## src/rtl/weighted_consensus_column_caller_macros.svh

```systemverilog
// Assertion macros shared by the consensus column caller modules.
`ifndef WEIGHTED_CONSENSUS_COLUMN_CALLER_MACROS_SVH
`define WEIGHTED_CONSENSUS_COLUMN_CALLER_MACROS_SVH

// Same-cycle implication, disabled while reset is asserted.
`define WCCC_ASSERT_NOW(label, clk, rst_n, ante, cons, msg) \
	label: assert property (@(posedge clk) disable iff (!rst_n) (ante) |-> (cons)) \
		else $error(msg);

// Next-cycle implication, disabled while reset is asserted.
`define WCCC_ASSERT_NEXT(label, clk, rst_n, ante, cons, msg) \
	label: assert property (@(posedge clk) disable iff (!rst_n) (ante) |=> (cons)) \
		else $error(msg);

`endif

```

## src/rtl/wccc_pkg.sv

```systemverilog
// Types, constants and helper functions of the consensus column caller.
`timescale 1ns / 1ps
`default_nettype none
package wccc_pkg;

	localparam int TOT_W = 28;
	localparam int GAP_W = 11;
	localparam int NCLS  = 5;
	localparam int INC_W = 18;

	typedef logic [TOT_W-1:0] total_t;
	typedef logic [GAP_W-1:0] gap_t;
	typedef logic [INC_W-1:0] inc_t;
	typedef logic [2:0]       cls_t;
	typedef logic [7:0]       char_t;

	localparam cls_t CLS_GAP = 3'd0;
	localparam cls_t CLS_A   = 3'd1;
	localparam cls_t CLS_C   = 3'd2;
	localparam cls_t CLS_G   = 3'd3;
	localparam cls_t CLS_U   = 3'd4;

	localparam total_t TOTAL_MAX = '1;
	localparam gap_t   GAP_MAX   = '1;

	localparam char_t CH_DASH = 8'h2D;
	localparam char_t CH_DOT  = 8'h2E;
	localparam char_t CH_UA   = 8'h41;
	localparam char_t CH_UC   = 8'h43;
	localparam char_t CH_UG   = 8'h47;
	localparam char_t CH_UU   = 8'h55;
	localparam char_t CH_UZ   = 8'h5A;
	localparam char_t CH_LA   = 8'h61;
	localparam char_t CH_LC   = 8'h63;
	localparam char_t CH_LG   = 8'h67;
	localparam char_t CH_LN   = 8'h6E;
	localparam char_t CH_LR   = 8'h72;
	localparam char_t CH_LU   = 8'h75;
	localparam char_t CH_LY   = 8'h79;
	localparam char_t CASE_BIT = 8'h20;

	typedef struct packed {
		char_t       residue;
		logic [15:0] weight;
		logic        last_in_column;
	} in_item_t;

	typedef struct packed {
		char_t consensus_char;
		gap_t  gap_tally;
	} out_item_t;

	typedef struct packed {
		total_t [NCLS-1:0] class_tot;
		total_t            total;
		gap_t              gaps;
	} col_sum_t;

	function automatic total_t sat_add(input total_t acc, input inc_t inc);
		logic [TOT_W:0] s;
		s = {1'b0, acc} + {{(TOT_W + 1 - INC_W){1'b0}}, inc};
		return s[TOT_W] ? TOTAL_MAX : s[TOT_W-1:0];
	endfunction

	function automatic char_t class_char(input cls_t cls, input logic upper);
		char_t c;
		unique case (cls)
			CLS_A:   c = upper ? CH_UA : CH_LA;
			CLS_C:   c = upper ? CH_UC : CH_LC;
			CLS_G:   c = upper ? CH_UG : CH_LG;
			CLS_U:   c = upper ? CH_UU : CH_LU;
			default: c = CH_DASH;
		endcase
		return c;
	endfunction

endpackage
`default_nettype wire

```

## src/rtl/wccc_stream_if.sv

```systemverilog
// Valid/ready stream interface that carries one item per handshake.
`timescale 1ns / 1ps
`default_nettype none
interface wccc_stream_if #(
	parameter type item_t = logic
);
	logic  valid;
	logic  ready;
	item_t data;

	modport source (output valid, output data, input ready);
	modport sink (input valid, input data, output ready);
endinterface
`default_nettype wire

```

## src/rtl/wccc_accum.sv

```systemverilog
// Input register, column accumulators and end-of-column snapshot register.
`timescale 1ns / 1ps
`default_nettype none
`include "weighted_consensus_column_caller_macros.svh"
module wccc_accum
	import wccc_pkg::*;
(
	input  wire logic     clk,
	input  wire logic     arst_n,
	wccc_stream_if.sink   col_in,
	input  wire logic     snap_ready,
	output logic          snap_valid,
	output col_sum_t      snap
);

	in_item_t item_s1;
	logic     valid_s1;
	logic     s1_adv;
	logic     s2_free;

	total_t   cls_q [NCLS];
	total_t   tot_q;
	gap_t     gap_q;

	char_t    ch;
	inc_t     inc1, inc2, inc4;
	inc_t     inc [NCLS];
	logic     is_gap;
	col_sum_t sum_next;

	assign s2_free      = !snap_valid || snap_ready;
	assign s1_adv       = valid_s1 && (!item_s1.last_in_column || s2_free);
	assign col_in.ready = !valid_s1 || s1_adv;

	always_comb begin
		ch = item_s1.residue;
		if (ch >= CH_UA && ch <= CH_UZ) begin
			ch = ch | CASE_BIT;
		end
		inc1 = {2'b00, item_s1.weight};
		inc2 = {1'b0, item_s1.weight, 1'b0};
		inc4 = {item_s1.weight, 2'b00};
		for (int i = 0; i < NCLS; i++) begin
			inc[i] = '0;
		end
		is_gap = 1'b0;
		unique case (ch)
			CH_LA: inc[CLS_A] = inc4;
			CH_LC: inc[CLS_C] = inc4;
			CH_LG: inc[CLS_G] = inc4;
			CH_LU: inc[CLS_U] = inc4;
			CH_LR: begin
				inc[CLS_A] = inc2;
				inc[CLS_G] = inc2;
			end
			CH_LY: begin
				inc[CLS_C] = inc2;
				inc[CLS_U] = inc2;
			end
			CH_LN: begin
				inc[CLS_A] = inc1;
				inc[CLS_C] = inc1;
				inc[CLS_G] = inc1;
				inc[CLS_U] = inc1;
			end
			CH_DASH, CH_DOT: begin
				inc[CLS_GAP] = inc4;
				is_gap       = 1'b1;
			end
			default: ;
		endcase
		for (int i = 0; i < NCLS; i++) begin
			sum_next.class_tot[i] = sat_add(cls_q[i], inc[i]);
		end
		sum_next.total = sat_add(tot_q, inc4);
		sum_next.gaps  = (is_gap && gap_q != GAP_MAX) ? gap_q + 1'b1 : gap_q;
	end

	always_ff @(posedge clk) begin
		if (col_in.valid && col_in.ready) begin
			item_s1 <= col_in.data;
		end
	end

	always_ff @(posedge clk or negedge arst_n) begin
		if (!arst_n) begin
			valid_s1 <= 1'b0;
		end else if (col_in.valid && col_in.ready) begin
			valid_s1 <= 1'b1;
		end else if (s1_adv) begin
			valid_s1 <= 1'b0;
		end
	end

	always_ff @(posedge clk or negedge arst_n) begin
		if (!arst_n) begin
			for (int i = 0; i < NCLS; i++) begin
				cls_q[i] <= '0;
			end
			tot_q <= '0;
			gap_q <= '0;
		end else if (s1_adv) begin
			if (item_s1.last_in_column) begin
				for (int i = 0; i < NCLS; i++) begin
					cls_q[i] <= '0;
				end
				tot_q <= '0;
				gap_q <= '0;
			end else begin
				for (int i = 0; i < NCLS; i++) begin
					cls_q[i] <= sum_next.class_tot[i];
				end
				tot_q <= sum_next.total;
				gap_q <= sum_next.gaps;
			end
		end
	end

	always_ff @(posedge clk) begin
		if (s1_adv && item_s1.last_in_column) begin
			snap <= sum_next;
		end
	end

	always_ff @(posedge clk or negedge arst_n) begin
		if (!arst_n) begin
			snap_valid <= 1'b0;
		end else if (s1_adv && item_s1.last_in_column) begin
			snap_valid <= 1'b1;
		end else if (snap_ready) begin
			snap_valid <= 1'b0;
		end
	end

	`WCCC_ASSERT_NEXT(a_clear_after_last, clk, arst_n,
		s1_adv && item_s1.last_in_column,
		tot_q == '0 && gap_q == '0, "accumulators not cleared after the last item")
	`WCCC_ASSERT_NOW(a_class_below_total, clk, arst_n, 1'b1,
		cls_q[CLS_GAP] <= tot_q && cls_q[CLS_A] <= tot_q && cls_q[CLS_C] <= tot_q &&
		cls_q[CLS_G] <= tot_q && cls_q[CLS_U] <= tot_q,
		"a class total exceeds the column total")
	`WCCC_ASSERT_NOW(a_last_needs_room, clk, arst_n,
		s1_adv && item_s1.last_in_column, s2_free,
		"snapshot overwritten before it was taken")

endmodule
`default_nettype wire

```

## src/rtl/wccc_decide.sv

```systemverilog
// Consensus decision on a column snapshot and the result register.
`timescale 1ns / 1ps
`default_nettype none
`include "weighted_consensus_column_caller_macros.svh"
module wccc_decide
	import wccc_pkg::*;
(
	input  wire logic      clk,
	input  wire logic      arst_n,
	input  wire logic      snap_valid,
	input  wire col_sum_t  snap,
	output logic           snap_ready,
	wccc_stream_if.source  col_out
);

	logic      out_valid_q;
	out_item_t out_data_q;

	cls_t      idx_a, idx_b, idx_c, top_cls;
	total_t    val_a, val_b, val_c, best_val;
	logic [NCLS-1:0] eq;
	logic      unique_best;
	logic      majority;
	logic      acgu_equal;
	char_t     cons;

	assign snap_ready    = !out_valid_q || col_out.ready;
	assign col_out.valid = out_valid_q;
	assign col_out.data  = out_data_q;

	always_comb begin
		// The left entry wins ties, so the earliest class with the maximum is kept.
		if (snap.class_tot[CLS_A] > snap.class_tot[CLS_GAP]) begin
			idx_a = CLS_A;
			val_a = snap.class_tot[CLS_A];
		end else begin
			idx_a = CLS_GAP;
			val_a = snap.class_tot[CLS_GAP];
		end
		if (snap.class_tot[CLS_G] > snap.class_tot[CLS_C]) begin
			idx_b = CLS_G;
			val_b = snap.class_tot[CLS_G];
		end else begin
			idx_b = CLS_C;
			val_b = snap.class_tot[CLS_C];
		end
		if (val_b > val_a) begin
			idx_c = idx_b;
			val_c = val_b;
		end else begin
			idx_c = idx_a;
			val_c = val_a;
		end
		if (snap.class_tot[CLS_U] > val_c) begin
			top_cls = CLS_U;
			best_val = snap.class_tot[CLS_U];
		end else begin
			top_cls = idx_c;
			best_val = val_c;
		end

		for (int i = 0; i < NCLS; i++) begin
			eq[i] = (snap.class_tot[i] == best_val);
		end
		unique_best = ((eq & (eq - 1'b1)) == '0);
		majority    = ({best_val, 1'b0} >= {1'b0, snap.total});
		acgu_equal  = (snap.class_tot[CLS_A] == snap.class_tot[CLS_G]) &&
			(snap.class_tot[CLS_U] == snap.class_tot[CLS_C]) &&
			(snap.class_tot[CLS_A] == snap.class_tot[CLS_U]);

		priority if (snap.total == '0) begin
			cons = CH_LN;
		end else if (majority) begin
			cons = class_char(top_cls, 1'b1);
		end else if (unique_best) begin
			cons = class_char(top_cls, 1'b0);
		end else if (acgu_equal) begin
			cons = CH_LN;
		end else if ((top_cls == CLS_A || top_cls == CLS_G) &&
			snap.class_tot[CLS_A] == snap.class_tot[CLS_G]) begin
			cons = CH_LR;
		end else if ((top_cls == CLS_U || top_cls == CLS_C) &&
			snap.class_tot[CLS_U] == snap.class_tot[CLS_C]) begin
			cons = CH_LY;
		end else begin
			cons = CH_LN;
		end
	end

	always_ff @(posedge clk) begin
		if (snap_valid && snap_ready) begin
			out_data_q.consensus_char <= cons;
			out_data_q.gap_tally      <= snap.gaps;
		end
	end

	always_ff @(posedge clk or negedge arst_n) begin
		if (!arst_n) begin
			out_valid_q <= 1'b0;
		end else if (snap_valid && snap_ready) begin
			out_valid_q <= 1'b1;
		end else if (col_out.ready) begin
			out_valid_q <= 1'b0;
		end
	end

	`WCCC_ASSERT_NEXT(a_zero_total_gives_n, clk, arst_n,
		snap_valid && snap_ready && snap.total == '0,
		out_data_q.consensus_char == CH_LN, "empty column did not give n")
	`WCCC_ASSERT_NEXT(a_snapshot_loads_result, clk, arst_n,
		snap_valid && snap_ready, out_valid_q && out_data_q.gap_tally == $past(snap.gaps),
		"snapshot taken but no matching result")
	`WCCC_ASSERT_NOW(a_best_is_max, clk, arst_n, snap_valid,
		best_val >= snap.class_tot[CLS_GAP] && best_val >= snap.class_tot[CLS_A] &&
		best_val >= snap.class_tot[CLS_C] && best_val >= snap.class_tot[CLS_G] &&
		best_val >= snap.class_tot[CLS_U], "selected class is not the maximum")

endmodule
`default_nettype wire

```

## src/rtl/weighted_consensus_column_caller.sv

```systemverilog
// Top level of the weighted consensus caller for one alignment column.
// Throughput: one residue item per cycle, back to back, unless col_out stalls.
// An accepted last item leads via the snapshot register to the result register.
// Stages: input register, accumulators with snapshot register, result register.
// Reset: arst_n clears all valid flags, class totals, total weight and gap count.
`timescale 1ns / 1ps
`default_nettype none
module weighted_consensus_column_caller
	import wccc_pkg::*;
(
	input  wire logic     clk,
	input  wire logic     arst_n,
	wccc_stream_if.sink   col_in,
	wccc_stream_if.source col_out
);

	logic     snap_valid;
	logic     snap_ready;
	col_sum_t snap;

	wccc_accum u_accum (
		.clk        (clk),
		.arst_n     (arst_n),
		.col_in     (col_in),
		.snap_ready (snap_ready),
		.snap_valid (snap_valid),
		.snap       (snap)
	);

	wccc_decide u_decide (
		.clk        (clk),
		.arst_n     (arst_n),
		.snap_valid (snap_valid),
		.snap       (snap),
		.snap_ready (snap_ready),
		.col_out    (col_out)
	);

endmodule
`default_nettype wire
```

## src/flat_wrapper.sv

```systemverilog
// flat-port wrapper written by rule: the top's interface ports become plain ports
module weighted_consensus_column_caller_flat import wccc_pkg::*;
  (clk, arst_n, col_in_valid, col_in_data, col_in_ready, col_out_valid, col_out_data, col_out_ready);
  wccc_stream_if col_in_i ();
  wccc_stream_if col_out_i ();
  input  wire logic clk;
  input  wire logic arst_n;
  input wire logic [$bits(col_in_i.valid)-1:0] col_in_valid;
  input wire logic [$bits(col_in_i.data)-1:0] col_in_data;
  output wire logic [$bits(col_in_i.ready)-1:0] col_in_ready;
  output wire logic [$bits(col_out_i.valid)-1:0] col_out_valid;
  output wire logic [$bits(col_out_i.data)-1:0] col_out_data;
  input wire logic [$bits(col_out_i.ready)-1:0] col_out_ready;
  assign col_in_i.valid = col_in_valid;
  assign col_in_i.data = col_in_data;
  assign col_in_ready = col_in_i.ready;
  assign col_out_valid = col_out_i.valid;
  assign col_out_data = col_out_i.data;
  assign col_out_i.ready = col_out_ready;
  weighted_consensus_column_caller u_core (.clk(clk), .arst_n(arst_n), .col_in(col_in_i), .col_out(col_out_i));
endmodule
```

## config.mk

```make
export PLATFORM = sky130hd
export DESIGN_NAME = weighted_consensus_column_caller_flat
export DESIGN_NICKNAME = d
export VERILOG_FILES = /design/src/rtl/wccc_pkg.sv /design/src/rtl/wccc_stream_if.sv /design/src/rtl/wccc_accum.sv /design/src/rtl/wccc_decide.sv /design/src/rtl/weighted_consensus_column_caller.sv /design/src/flat_wrapper.sv
export VERILOG_INCLUDE_DIRS = /design/src /design/src/rtl
export SDC_FILE = /design/constraint.sdc
export NUM_CORES = 1
export LEC_CHECK = 0
export BUFFER_PORTS_ARGS = -buffer_cell sky130_fd_sc_hd__buf_2
export CORE_AREA = 2 2 70 72
export CTS_BUF_LIST = sky130_fd_sc_hd__clkbuf_16
export CTS_CLUSTER_DIAMETER = 60
export DETAILED_ROUTE_END_ITERATION = 16
export DIE_AREA = 0 0 72 74
export GPL_ROUTABILITY_DRIVEN = 0
export SLEW_MARGIN = 20
export SYNTH_ARGS = -nofsm -noshare
export SYNTH_HDL_FRONTEND = slang
export SYNTH_HIERARCHICAL = 1
export SYNTH_SLANG_ARGS = --single-unit
```

## constraint.sdc

```tcl
create_clock -name clk -period 2.2 [get_ports clk]
set_input_delay 0.11 -clock clk [delete_from_list [all_inputs] [get_ports clk]]
set_output_delay 0.11 -clock clk [all_outputs]
set_load 0.02 [all_outputs]
```

==> out/qor.csv <==
stage,metric,value,unit
status,status,finished clean,
finish,utilization,0.0893,
finish,regArea,135,µm²
routing,drt_iter0_drc,2,
clock_network,clock_path_buffers,2,
setup_path,rrSetupSlack,1.15,ns
setup_path,arrival,1.04,ns
place,io_buffer_count,7,
finish,final_nets,33,
setup_path,reg2reg_to,u_core/u_accum/item_s1[0],
synthesis,postSynthCellCount,16,
finish,diodes,0,
synthesis,syn_area_per_cell,14.2,µm²
floorplanning,die_area,5330,µm²
sta,fin_ws,1.05,ns
sta,finalSetupViolCount,0,
global_routing,grt_max_degree,5,
sta,skew,0.00147,ns
global_routing,overflow,0,
setup_path,worstSetupPathType,reg2out,
finish,multi_input_area,80.1,µm²
sta,drv_slew,0,
place,dp_cells,76,
routing,via_per_inst,1.80,
floorplanning,ios,8,
routing,wire_per_inst,5.91,µm
sta,whs,0.0698,ns
setup_path,cp-start-kind,flop,
power_and_ir_drop,pwr_density_cell,1060,nW/µm²
routing,drt-total-wl,479,µm
finish,syn2layout_area_growth,81.2,%
routing,detail_route.first_pass.iterations,3,
clock_network,post_cts_buffers,0,
sta,fin_crit_sh,0.521,
global_routing,grt_pass1_vias,181,
setup_path,r2r_start,u_core/u_decide/col_out.valid,
synthesis,synth_warnings,6,
sta,tns,0,ns
floorplanning,die_w,72,µm
sta,min_period,1.15,ns
finish,final_layout_size_suffix_gt1_frac,0.519,
clock_network,cts_tree,built,
floorplanning,num_rows,25,
synthesis,synth_area,226,µm²
global_routing,grt_first_pass_wirelength,821,µm
setup_path,cp_max_fo,4,
routing,vias,146,
hold_path,hold_depth,1,
clock_network,post_cts_resized,0,
routing,ant_nets,0,
place,post_dp_cell_area,322,µm²
finish,final_cells,81,
hold_path,holdPathEnd,u_core/u_accum/item_s1[0],
floorplanning,coreArea,4600,µm²
global_routing,antenna_found_initial,0,
clock_network,path_clk_slew,0.03,ns
setup_path,rr_worst_depth,3,
hold_path,hold_class,in2reg,
sta,hold_violations,0,
power_and_ir_drop,peakVddDrop,0.302,mV
routing,route.detailed.drc,0,
run,maxCapViolations,0,
place,pre_cts_slack,1.15,ns
global_routing,grt_use_total,0.0245,
hold_path,hp-start,col_in_data,
sta,fmax,872,MHz
finish,fin_area,410,µm²
clock_network,hold_buffers,1,
clock_network,cts_buffers,3,
finish,fillers,507,
setup_path,required,2.09,ns
clock_network,cts_root_buf,clkbuf_16,
synthesis,syn-num-nets,21,
clock_network,clkLatencyLatePin,0.22,ns
clock_network,htree_num_levels,1,
floorplanning,dieHeight,74,µm
clock_network,clock_sinks,5,
power_and_ir_drop,power.total,434,µW
floorplanning,start_util,0.0493,
sta,rsz0062_at_grt,false,
setup_path,end_kind,primary output,
power_and_ir_drop,p_leak,0.177,nW
[cell type report]
type	instances	area share
clock inverter	1	0.00915
clock buffer	3	0.183
tap	54	0.165
inverter	1	0.00915
multi-input combinational	9	0.195
sequential	5	0.329
timing repair buffer	8	0.110
[worst max-delay path, stage by stage (launching register included)]
cell	delay [ns]
dfrtp_1	0.38
nand2b_4	0.07
nand4b_4	0.18
buf_2	0.18
[power breakdown]
group / switching, mW / leakage, nW / internal (mW) / total (mW)
Clock: 0.0561 / 0.0423 / 0.235 / 0.291
Sequential: 0.00746 / 0.0550 / 0.106 / 0.113
Combinational: 0.0138 / 0.0801 / 0.0158 / 0.0296
[per-layer routing]
layer  vias to the layer above  wire, µm  GRT usage  part of all wire
met5                         -         0          0                 0
met4                         0         8     0.0252             0.017
met3                         2        54     0.0285              0.11
met2                         8       128     0.0195              0.27
met1                        64       288     0.0278              0.60
li1                         72         -          -                 -
[how the worst max path moves through the flow]
stage                                  start  slack, ns  cells past startpoint                        end
3_5_place_dp   u_core/u_decide/col_out.valid       1.15                      3  u_core/u_accum/item_s1[0]
5_1_grt        u_core/u_decide/col_out.valid        1.0                      3               col_in_ready
6_report       u_core/u_decide/col_out.valid       1.05                      3               col_in_ready
2_1_floorplan  u_core/u_decide/col_out.valid        1.0                      3  u_core/u_accum/item_s1[0]
3_3_place_gp   u_core/u_decide/col_out.valid       1.17                      3  u_core/u_accum/item_s1[0]
4_1_cts        u_core/u_decide/col_out.valid       1.04                      3               col_in_ready
[cells in the final DEF, fill, tap and decap left out, drive strengths merged]
cell type    count
o21ai            1
nand4b           1
and2             2
nand2b           3
edfxtp           2
dfrtp            3
dlygate4sd3      1
inv              2
nand2            1
buf              7
clkbuf           3
conb             1
[sequential cells by signal, indices dropped and copies added (netlist names)]
signal,count
u_core/u_decide/col_out.data,1
u_core/u_accum/item_s1,1
u_core/u_accum/snap_valid,1
u_core/u_decide/col_out.valid,1
u_core/u_accum/valid_s1,1
No activity file was read; power rests on OpenSTA's default activity.
